`config.mk`:
```
export PLATFORM = sky130hd
export DESIGN_NAME = ffa_cell
export DESIGN_NICKNAME = d
export VERILOG_FILES = /design/src/ffa_pkg.sv /design/src/ffa_cell.sv
export SDC_FILE = /design/constraint.sdc
export NUM_CORES = 1
export LEC_CHECK = 0
export ABC_CLOCK_PERIOD_IN_PS = 14180
export BUFFER_PORTS_ARGS = -buffer_cell sky130_fd_sc_hd__buf_2
export CORE_AREA = 2 2 106 108
export DETAILED_ROUTE_END_ITERATION = 10
export DIE_AREA = 0 0 108 110
export GPL_TIMING_DRIVEN = 0
export PLACE_DENSITY = 0.6
export SYNTH_ARGS = -nofsm -noshare
export SYNTH_HDL_FRONTEND = slang
export SYNTH_SLANG_ARGS = --single-unit
```
`constraint.sdc`:
```
create_clock -name clock -period 14.18 [get_ports clock]
set_clock_uncertainty 0.05 [all_clocks]
set_input_delay 2.836 -clock clock [delete_from_list [all_inputs] [get_ports clock]]
set_output_delay 2.836 -clock clock [all_outputs]
set_load 0.02 [all_outputs]
```
`src/ffa_pkg.sv`:
```
// Shared types and constants for the first-fit free-list allocator.
`timescale 1ns / 1ps
`default_nettype none
package ffa_pkg;

   localparam int DEF_TABLE_ENTRIES = 256;

   localparam logic [31:0] PAGE_ADD  = 32'h0000_0fff;
   localparam logic [31:0] PAGE_MASK = 32'hffff_f000;

   localparam logic CMD_ALLOC = 1'b0;
   localparam logic CMD_FREE  = 1'b1;

   localparam logic STATUS_OK   = 1'b0;
   localparam logic STATUS_FAIL = 1'b1;

   typedef struct packed {
      logic [31:0] start;
      logic [31:0] length;
   } entry_type;

   typedef enum logic [1:0] {
      OP_HOLD = 2'd0,
      OP_ROT  = 2'd1,
      OP_SHR  = 2'd2,
      OP_SHL  = 2'd3
   } cell_op_type;

   typedef struct packed {
      cell_op_type op;
      logic        ld_head;
      logic        ld_tail;
      entry_type   head_data;
      entry_type   tail_data;
   } cell_ctrl_type;

endpackage
`default_nettype wire

```
`src/ffa_cell.sv`:
```
// One table cell: holds a free region and takes a neighbor's entry on command.
`timescale 1ns / 1ps
`default_nettype none
module ffa_cell #(
   parameter int INDEX = 0,
   parameter int CW    = 9
) (
   input  wire                        clock,
   input  wire ffa_pkg::cell_op_type  op,
   input  wire  [CW-1:0]              lim,
   input  wire                        ld_en,
   input  wire ffa_pkg::entry_type    ld_data,
   input  wire ffa_pkg::entry_type    left_in,
   input  wire ffa_pkg::entry_type    right_in,
   output ffa_pkg::entry_type         q
);
   import ffa_pkg::*;

   localparam logic [CW-1:0] IDX = CW'(INDEX);

   entry_type entry_ff;
   entry_type entry_in;

   always_comb begin
      entry_in = entry_ff;
      if (ld_en) begin
         entry_in = ld_data;
      end else begin
         unique case (op)
            OP_HOLD: entry_in = entry_ff;
            OP_ROT:  entry_in = right_in;
            // open a slot: cells up to the limit take their left neighbor
            OP_SHR: begin
               if (INDEX >= 1 && IDX <= lim) entry_in = left_in;
            end
            // close a slot: cells below the limit take their right neighbor
            OP_SHL: begin
               if (IDX < lim) entry_in = right_in;
            end
            default: entry_in = entry_ff;
         endcase
      end
   end

   always_ff @(posedge clock) begin
      entry_ff <= entry_in;
   end

   assign q = entry_ff;

endmodule
`default_nettype wire

```
Word level (Yosys, flattened, before mapping)
Cells that the tools add are included.
{ "word_totals": {"input_bits": 205, "word_cells": 11, "reg_bits": 64} }
{ "classes": {"n_reduce_logical": 2, "muxes": 3, "magnitude_cmp": 1, "eq_ne": 3} }
{ "ops": {"columns": ["cell", "n"], "rows": [
  ["64-bit 2-to-1 mux", 2],
  ["64-bit one-hot mux with 2 select lines", 1],
  ["1-bit by 9-bit less-than comparator with 1-bit output, first input constant", 1],
  ["3-bit != test, second input constant", 1],
  ["3-bit nonzero test", 1],
  ["2-bit by 1-bit equality test with 1-bit output, second input constant", 1],
  ["2-bit equality test, second input constant", 1],
  ["2-bit AND reduction", 1]
]} }

Logic depth before layout (Yosys ltp)
Gate-level depths: netlist of the first run.
{ "logic_depth": {"ltp_word": 4, "mapped_depth": 4} }

Worst setup path after synthesis of the first run
Ideal clock, no wire load.
{ "synth_path": {"path_type": "input to register", "from": "input ld_en", "to": "register entry_ff, in the netlist q[0] (enable)", "required_ps": 13609, "arrival_time_ps": 6501, "stages": 4, "path_slack_ps": 7108, "cell_sequence": "buf_6 -> buf_6 -> inv_1 -> a41oi_1"} }
{ "synth_between": {"elab_chain_cells": 2} }
{ "synth_lines": {"columns": ["item", "line_no", "text"], "rows": [
  ["start: declaration", "ffa_cell.sv:11", "input wire ld_en,"],
  ["3-bit != test (no source line) / 3-bit nonzero test (equally long branches)", null, null],
  ["2-bit AND reduction (no source line) (*)", null, null],
  ["end signal: assignment", "ffa_cell.sv:46", "entry_ff <= entry_in;"],
  ["end: declaration", "ffa_cell.sv:21", "entry_type entry_ff;"]
]} }
Mark *: on every way between the ends. The rest lies on a longest branch, timed or not.
A chain may end at the register's enable or synchronous reset.

Final worst setup path of the first run
{ "layout_path": {"from": "input ld_en", "to": "register entry_ff, in the netlist q[29] (enable)"} }
Same word-level chain as after synthesis.

==> qor.csv, run 1 <==
stage,metric,value,unit
routing,drc_errors,0,
clocking,cts-root-buf,clkbuf_8,
placed_design,placed_area,4136,um^2
worst_setup_path,crit_family,buffers and inverters,
grt,grt_pass1_vias,2005,
worst_setup_path,path_common_cell,buf_6,
die,row_count,38,
timing,max_freq,243.9,MHz
yosys,syn-cell-area,2887,um^2
yosys,yosys.area_share.xor_xnor,0,%
clocking,cts_setup_buffers,0,
yosys,yosysTopAreaCell,edfxtp_1,
routing,drt_iter0_markers,55,
timing,worst_pin_slew,0.6278,ns
yosys,synth_compound_area_share,0.3034,%
worst_setup_path,cp-start-kind,primary input,
placed_design,place.gp.congestion,0.7440,
min_path,hold_start,ld_data[39],
routing,wl_per_cell,13.91,um
yosys,async_flop_share,0,%
yosys,muxShareOfSynthArea,29.91,%
routing,antenna_left,0,
die,fp.coreArea,10700,um^2
yosys,synth_common_cells,"64 x edfxtp_1, 38 x mux2_4, 26 x mux2_2, 5 x buf_6",
clocking,ctsResizeCount,0,
clocking,cts_tree,done,
worst_setup_path,crit_chain,buf_6 > buf_6 > nor2_1 > a41oi_4 > buf_12,
power_and_ir_drop,power_per_cell_area,107.3,nW/um^2
routing,vias,2070,
worst_setup_path,cp-end-kind,register,
clocking,clk_pin_slew,0.07,ns
timing,relSlewSlack,58.01,%
grt,grt_pass1_wl,9618,um
routing,drt_wl_total,6968,um
final_layout,fin_nets,562,
worst_setup_path,path_class,primary input to register,
yosys,synthMostInstantiatedCell,edfxtp_1,
placed_design,place_hpwl,5677,um
min_path,whs_path_depth,2,
yosys,synth-simple-area-share,0.7802,%
yosys,synth_edf_count,64,
min_path,hp-class,primary input to register,
yosys,yosys.cell_types.count,10,
yosys,syn-num-nets,346,
worst_setup_path,cpPeakStageDelay,0.54,ns
min_path,min_to,q[39],
timing,drv_slew,0,
clocking,cts-buffers-inserted,9,
yosys,synth_flop_cell,edfxtp_1,
clocking,cts_hold_buf,0,
clocking,h-tree-depth,3,
final_layout,design_area,4282,um^2
clocking,cts_buffer_depth,2,
die,die_w,108,um
grt,grt_antenna_before_repair,1,
placed_design,portBuffers,203,
final_layout,drive_above_1_share,79.94,%
final_layout,largest_reg_flops,64,
power_and_ir_drop,leakagePower,2.009,nW
grt,grt_max_degree,28,
grt,overflow,0,
yosys,synthAdderAreaFrac,0,%
die,fp.dieH,110,um
yosys,synth_top_family_by_area,multiplexers,
timing,min_period_over_period,28.91,%
yosys,synth.area.top_cells,"edfxtp_1 67%, mux2_4 20%, mux2_2 10%",
timing,hold_viol,0,
worst_setup_path,crit_buf_inv,3,
yosys,syn_area_per_cell,20.47,um^2
routing,vias_per_cell,4.132,
final_layout,nFillCells,1043,
run,max_cap_viol_count,0,
timing,setup_viol,0,
die,initial_core_util,26.98,%
routing,drtPass1Iterations,4,
worst_setup_path,cp_slowest_cell,a41oi_4,
clocking,cts_sinks,64,
yosys,synth_seq_area_share,66.58,%
worst_setup_path,cp.required,14.16,ns
outcome,status,completed,
die,pin_count,269,
power_and_ir_drop,irDropWorstVdd,0.03898,mV
die,die_area,11880,um^2
timing,fin_crit,4.099,ns
timing,rsz0062_at_grt,no,
timing,tns,0,ns
final_layout,area_delta_synth_final,48.33,%
yosys,syn_inst,141,
worst_setup_path,cp.arrival,4.07,ns
yosys,ys_seq_elements,64,
yosys,synth_top_area_share,66.58,%
yosys,synth_warnings,0,
final_layout,utilization,40.02,%
grt,grt.total_usage,11.08,%
worst_setup_path,crit_path_max_fanout,27,
==> stage by stage <==
stage          power [mW]  hold WS, ns  setup WS (ns)  instances
6_report           0.4593        2.748          10.08        501
5_1_grt            0.4811        2.724          10.03        499
4_1_cts            0.4690        2.719          10.07        499
3_5_place_dp       0.3424        3.090          9.712        486
3_3_place_gp       0.3405        3.086          5.614        484
2_1_floorplan      0.2989        3.003          7.108        141
==> worst max path at each step <==
| stage | cells after the start | from | end |
|---|---|---|---|
| after floorplan | 4 | ld_en | q[0] |
| after global placement | 4 | ld_en | q[31] |
| after detailed placement | 5 | ld_en | q[23] |
| after CTS | 5 | ld_en | q[32] |
| after global routing | 5 | ld_en | q[29] |
| final | 5 | ld_en | q[29] |
==> cell families (layout without fill, tap and decap cells) <==
| kind of cell | after synthesis | in the layout |
|---|---|---|
| AOI/OAI and AO/OA | 1 | 1 |
| and+or+nand+nor | 4 | 4 |
| buffers and inverters | 8 | 226 |
| DFF | 64 | 64 |
| muxes | 64 | 64 |
| other | 0 | 2 |
==> cell usage in the layout, fill, tap and decap left out, types with 2 or more instances in the layout <==
cell type  netlist  routed
buf_12           0       2
buf_2            2     205
buf_6            5       5
clkbuf_8         0       9
clkinv_1         0       2
diode_2          0       2
edfxtp_1        64      64
mux2_2          26      26
mux2_4          38      38
nor2_1           2       2
==> where the power goes <==
group          total (mW)  switching, mW  internal [mW]
registers           0.237        0.00476          0.232
clock network       0.123         0.0638         0.0590
logic              0.0994         0.0519         0.0475
==> layout make-up <==
| class | count | area [um^2] | share of cell area, % |
|---|---|---|---|
| diodes | 2 | 5.005 | 0.1169 |
| plain buffers | 7 | 66.31 | 1.549 |
| clock buffers | 10 | 127.6 | 2.981 |
| clock inverters | 3 | 12.51 | 0.2922 |
| inverters | 1 | 3.754 | 0.08767 |
| multi-input cells | 69 | 913.4 | 21.33 |
| flip-flops and latches | 64 | 1922 | 44.89 |
| well taps | 140 | 175.2 | 4.091 |
| repair buffers | 205 | 1056 | 24.66 |
==> layer usage <==
layer	global-route usage (%)	up-vias	wire length (um)
met5	0	-	0
li1	-	987	-
met3	5.232	10	831
met1	12.42	945	2732
met4	5.678	0	121
met2	17.70	128	3283
Power figures use the tool's default switching activity.
==> run 2: changes to the inputs <==
--- a/config.mk
+++ b/config.mk
@@ -5,7 +5,7 @@
 export SDC_FILE = /design/constraint.sdc
 export NUM_CORES = 1
 export LEC_CHECK = 0
-export ABC_CLOCK_PERIOD_IN_PS = 14180
+export ABC_CLOCK_PERIOD_IN_PS = 4100
 export BUFFER_PORTS_ARGS = -buffer_cell sky130_fd_sc_hd__buf_2
 export CORE_AREA = 2 2 106 108
 export DETAILED_ROUTE_END_ITERATION = 10
==> constraint.sdc (replaced) <==
create_clock -name clock -period 4.1 [get_ports clock]
set_clock_uncertainty 0.05 [all_clocks]
set_input_delay 0.82 -clock clock [delete_from_list [all_inputs] [get_ports clock]]
set_output_delay 0.82 -clock clock [all_outputs]
set_load 0.02 [all_outputs]
==> qor.csv, run 2 (synthesized netlist as in run 1, its figures left out) <==
stage,metric,value,unit
outcome,status,completed,
min_path,hp-class,primary input to register,
clocking,cts_setup_buffers,0,
final_layout,drive_above_1_share,79.83,%
die,fp.coreArea,10700,um^2
final_layout,fin_nets,562,
worst_setup_path,cp-start-kind,primary input,
grt,grt_pass1_vias,2062,
clocking,cts_sinks,64,
routing,drtPass1Iterations,4,
timing,fin_crit,2.287,ns
timing,hold_viol,0,
routing,drt_iter0_markers,38,
worst_setup_path,crit_path_max_fanout,24,
routing,vias_per_cell,4.133,
power_and_ir_drop,power.internal,1.245,mW
worst_setup_path,cp.arrival,2.32,ns
clocking,ctsResizeCount,0,
timing,min_period_over_period,55.79,%
power_and_ir_drop,irDropWorstVdd,0.1274,mV
clocking,cts_hold_buf,0,
routing,drt_wl_total,6992,um
grt,grt_antenna_before_repair,0,
run,max_cap_viol_count,0,
placed_design,placed_area,4151,um^2
clocking,cts-buffers-inserted,9,
die,pin_count,269,
power_and_ir_drop,pwr-share-comb,20.9,%
timing,drv_slew,0,
timing,worst_pin_slew,0.8526,ns
die,row_count,38,
die,initial_core_util,26.98,%
min_path,hold_start,ld_data[52],
power_and_ir_drop,power_per_cell_area,386.4,nW/um^2
placed_design,portBuffers,203,
final_layout,final_cell_mix,"205 x buf_2, 64 x edfxtp_1, 38 x mux2_4, 26 x mux2_2, 9 x clkbuf_8",
final_layout,antennaDiodeCount,0,
placed_design,place.gp.congestion,0.7172,
timing,rsz0062_at_grt,no,
clocking,cts_buffer_depth,2,
grt,grt.total_usage,11.61,%
timing,relSlewSlack,42.98,%
timing,setup_viol,0,
power_and_ir_drop,p_sw,0.4287,mW
min_path,whs_path_depth,2,
clocking,clk_pin_slew,0.07,ns
die,die_w,108,um
power_and_ir_drop,pwr-share-clk,30.1,%
die,fp.dieH,110,um
routing,wl_per_cell,13.93,um
final_layout,nFillCells,1038,
routing,vias,2075,
min_path,min_to,q[52],
placed_design,place_hpwl,5615,um
grt,grt_pass1_wl,9922,um
worst_setup_path,cp.required,4.13,ns
final_layout,area_delta_synth_final,50.02,%
clocking,cts_tree,done,
worst_setup_path,cp-end-kind,register,
die,die_area,11880,um^2
power_and_ir_drop,switching_share,25.62,%
timing,tns,0,ns
final_layout,design_area,4330,um^2
clocking,h-tree-depth,3,
grt,grt_max_degree,26,
grt,overflow,0,
power_and_ir_drop,leakagePower,2.034,nW
final_layout,final_common_cell,buf_2,
worst_setup_path,path_class,primary input to register,
final_layout,largest_reg_flops,64,
timing,max_freq,437.2,MHz
routing,drc_errors,0,
power_and_ir_drop,seq_power_share,49.0,%
routing,antenna_left,0,
clocking,cts-root-buf,clkbuf_8,
run 2: cell count changes in the layout (fill, tap and decap cells not counted), sizes merged:
cell	before	now
clkinv	3	4
diode	2	0
bufinv	0	1
clkbuf	10	11
run 2: power groups by stage:
stage / logic, mW / clock network [mW] / registers, mW
6_report: 0.349 / 0.504 / 0.820
5_1_grt: 0.374 / 0.555 / 0.826
4_1_cts: 0.356 / 0.530 / 0.822
3_5_place_dp: 0.355 / 0 / 0.835
3_3_place_gp: 0.344 / 0 / 0.836
2_1_floorplan: 0.0971 / 0 / 0.935
run 2: final cells by class:
cell class	count	area [um^2]	area share [%]
Sequential cell	64	1922	44.38
Timing Repair Buffer	205	1071	24.73
Multi-Input combinational cell	69	913.4	21.09
Tap cell	140	175.2	4.045
Clock buffer	11	131.4	3.034
Buffer	7	66.31	1.531
Clock inverter	5	47.55	1.098
Inverter	1	3.754	0.08668
run 2: per-stage QoR:
| step | instances | worst slack (ns) | total power, mW | hold WS, ns | util [%] |
|---|---|---|---|---|---|
| floorplan | 141 | 0.5488 | 1.032 | 0.9875 | - |
| global placement | 484 | -0.3431 | 1.179 | 1.072 | 38.19 |
| detailed placement | 486 | 1.450 | 1.190 | 1.074 | 38.81 |
| CTS | 502 | 1.739 | 1.707 | 0.7117 | 40.48 |
| global route | 502 | 1.646 | 1.755 | 0.7069 | 40.48 |
| finish | 502 | 1.813 | 1.673 | 0.7352 | 40.48 |
run 2: worst max-delay path by stage:
stage	start	end	slack, ns	cells past startpoint
CTS	lim[8]	q[24]	1.74	4
global route	lim[8]	q[21]	1.65	4
finish	lim[8]	q[24]	1.81	4
global placement	ld_en	q[13]	-0.34	4
detailed placement	lim[8]	q[24]	1.45	4
floorplan	ld_en	q[0]	0.55	4
run 2: worst max-delay path, stage by stage:
cell     delay (ns)
buf_2          0.10
nor4b_1        0.57
a41oi_4        0.48
buf_16         0.34
run 2: metal layers:
metal | wire, um | up-vias | share of wire (%) | global-route usage, %
li1 | - | 988 | - | -
met1 | 2604 | 942 | 37 | 11.81
met2 | 3515 | 134 | 50 | 20.62
met3 | 735 | 11 | 11 | 4.762
met4 | 136 | 0 | 1.9 | 5.769
met5 | 0 | - | 0 | 0
==> run 3: changes to the inputs <==
--- a/config.mk
+++ b/config.mk
@@ -5,7 +5,7 @@
 export SDC_FILE = /design/constraint.sdc
 export NUM_CORES = 1
 export LEC_CHECK = 0
-export ABC_CLOCK_PERIOD_IN_PS = 4100
+export ABC_CLOCK_PERIOD_IN_PS = 2350
 export BUFFER_PORTS_ARGS = -buffer_cell sky130_fd_sc_hd__buf_2
 export CORE_AREA = 2 2 106 108
 export DETAILED_ROUTE_END_ITERATION = 10
==> constraint.sdc (replaced) <==
create_clock -name clock -period 2.35 [get_ports clock]
set_clock_uncertainty 0.05 [all_clocks]
set_input_delay 0.47 -clock clock [delete_from_list [all_inputs] [get_ports clock]]
set_output_delay 0.47 -clock clock [all_outputs]
set_load 0.02 [all_outputs]
==> qor.csv, run 3 (synthesized netlist as in run 1, its figures left out) <==
stage,metric,value,unit
timing,setup_ws,0.6095,ns
die,pin_count,269,
timing,hold_viol,0,
worst_setup_path,cp-end-kind,register,
timing,tns,0,ns
die,die_w,108,um
power_and_ir_drop,p_total,3.018,mW
routing,antenna_left,0,
clocking,cts_setup_buffers,0,
clocking,cts_tree,done,
worst_setup_path,cp.required,2.38,ns
grt,overflow,0,
clocking,cts_sinks,64,
min_path,hp-class,primary input to register,
final_layout,final_common_cell,buf_2,
worst_setup_path,cp-start-kind,primary input,
timing,relSlewSlack,56.31,%
power_and_ir_drop,pwr-share-comb,20.3,%
worst_setup_path,path_class,primary input to register,
timing,min_period_over_period,74.06,%
timing,drv_slew,0,
final_layout,drive_above_1_share,80.33,%
clocking,cts-buffers-inserted,9,
clocking,cts-root-buf,clkbuf_8,
die,die_area,11880,um^2
routing,drt_wl_total,7024,um
final_layout,fin_nets,562,
placed_design,place_hpwl,5633,um
timing,setup_viol,0,
grt,grt_max_degree,28,
clocking,clk_pin_slew,0.07,ns
timing,rsz0062_at_grt,no,
final_layout,final_cell_mix,"205 x buf_2, 64 x edfxtp_1, 38 x mux2_4, 26 x mux2_2, 9 x clkbuf_8",
timing,fin_crit,1.740,ns
grt,grt.total_usage,11.44,%
final_layout,design_area,4369,um^2
power_and_ir_drop,power_per_cell_area,690.8,nW/um^2
grt,grt_pass1_vias,2109,
die,fp.coreArea,10700,um^2
clocking,cts_hold_buf,0,
placed_design,pre_cts_ws,0.2367,ns
final_layout,antennaDiodeCount,0,
power_and_ir_drop,leakagePower,2.048,nW
power_and_ir_drop,pwr-share-clk,32.4,%
power_and_ir_drop,power.internal,2.276,mW
power_and_ir_drop,p_sw,0.7417,mW
clocking,ctsResizeCount,0,
power_and_ir_drop,switching_share,24.58,%
placed_design,portBuffers,203,
power_and_ir_drop,seq_power_share,47.3,%
clocking,cts_buffer_depth,2,
timing,worst_pin_slew,0.6533,ns
routing,wl_per_cell,14.02,um
routing,drt_iter0_markers,54,
worst_setup_path,crit_path_max_fanout,26,
timing,timing.hold.ws,0.3794,ns
final_layout,area_delta_synth_final,51.37,%
die,row_count,38,
die,fp.dieH,110,um
placed_design,placed_area,4169,um^2
worst_setup_path,cp.arrival,1.77,ns
outcome,status,completed,
final_layout,largest_reg_flops,64,
routing,drc_errors,0,
placed_design,place.gp.congestion,0.6618,
power_and_ir_drop,irDropWorstVdd,0.2910,mV
run,max_cap_viol_count,0,
routing,vias_per_cell,4.120,
grt,grt_antenna_before_repair,0,
routing,vias,2064,
clocking,h-tree-depth,3,
timing,max_freq,574.6,MHz
grt,grt_pass1_wl,9873,um
routing,drtPass1Iterations,4,
die,initial_core_util,26.98,%
==> run 3: cell types whose count changed in the layout (fill, tap and decap cells not counted) <==
| cell | before | now |
|---|---|---|
| buf_12 | 0 | 3 |
| buf_6 | 5 | 3 |
| buf_16 | 2 | 1 |
| bufinv_16 | 1 | 2 |
| clkbuf_1 | 2 | 1 |
| clkinv_2 | 2 | 1 |
| nor2_1 | 2 | 1 |
| nor2_4 | 0 | 1 |
==> run 3: layout make-up <==
class / count / area, um^2
well taps: 140 / 175.2
flip-flops and latches: 64 / 1922
plain buffers: 7 / 83.83
inverters: 1 / 3.754
clock buffers: 10 / 127.6
repair buffers: 205 / 1064
clock inverters: 5 / 72.57
multi-input cells: 69 / 920.9
fillers: 1022 / 6329
==> run 3: final timing paths <==
path / from / to / slack, ns / depth (start not counted)
min: ld_data[25] / q[25] / 0.38 / 2
max: lim[8] / q[38] / 0.61 / 4
==> run 3: through the flow <==
| step | util, % | cells |
|---|---|---|
| detailed placement | 38.97 | 486 |
| global route | 40.84 | 501 |
| finish | 40.84 | 501 |
| CTS | 40.84 | 501 |
| floorplan | - | 141 |
| global placement | 38.53 | 484 |
==> run 3: power by group through the flow <==
stage               combinational, mW  clock [mW]  sequential, mW
global placement                0.604           0            1.45
floorplan                       0.176           0            1.63
CTS                             0.623        1.02            1.43
global route                    0.657        1.07            1.44
detailed placement              0.622           0            1.45
finish                          0.612       0.977            1.43
==> run 3: worst max-delay path, stage by stage <==
cell and delay (ns):
buf_2 0.10, nor4b_1 0.50, a41oi_4 0.39, buf_12 0.30
==> run 3: routing by layer <==
metal / up-vias / routed length (um) / global-route usage, %
li1: 985 / - / -
met1: 946 / 2671 / 11.89
met2: 123 / 3483 / 20.22
met3: 10 / 780 / 5.291
met4: 0 / 90 / 4.396
met5: - / 0 / 0
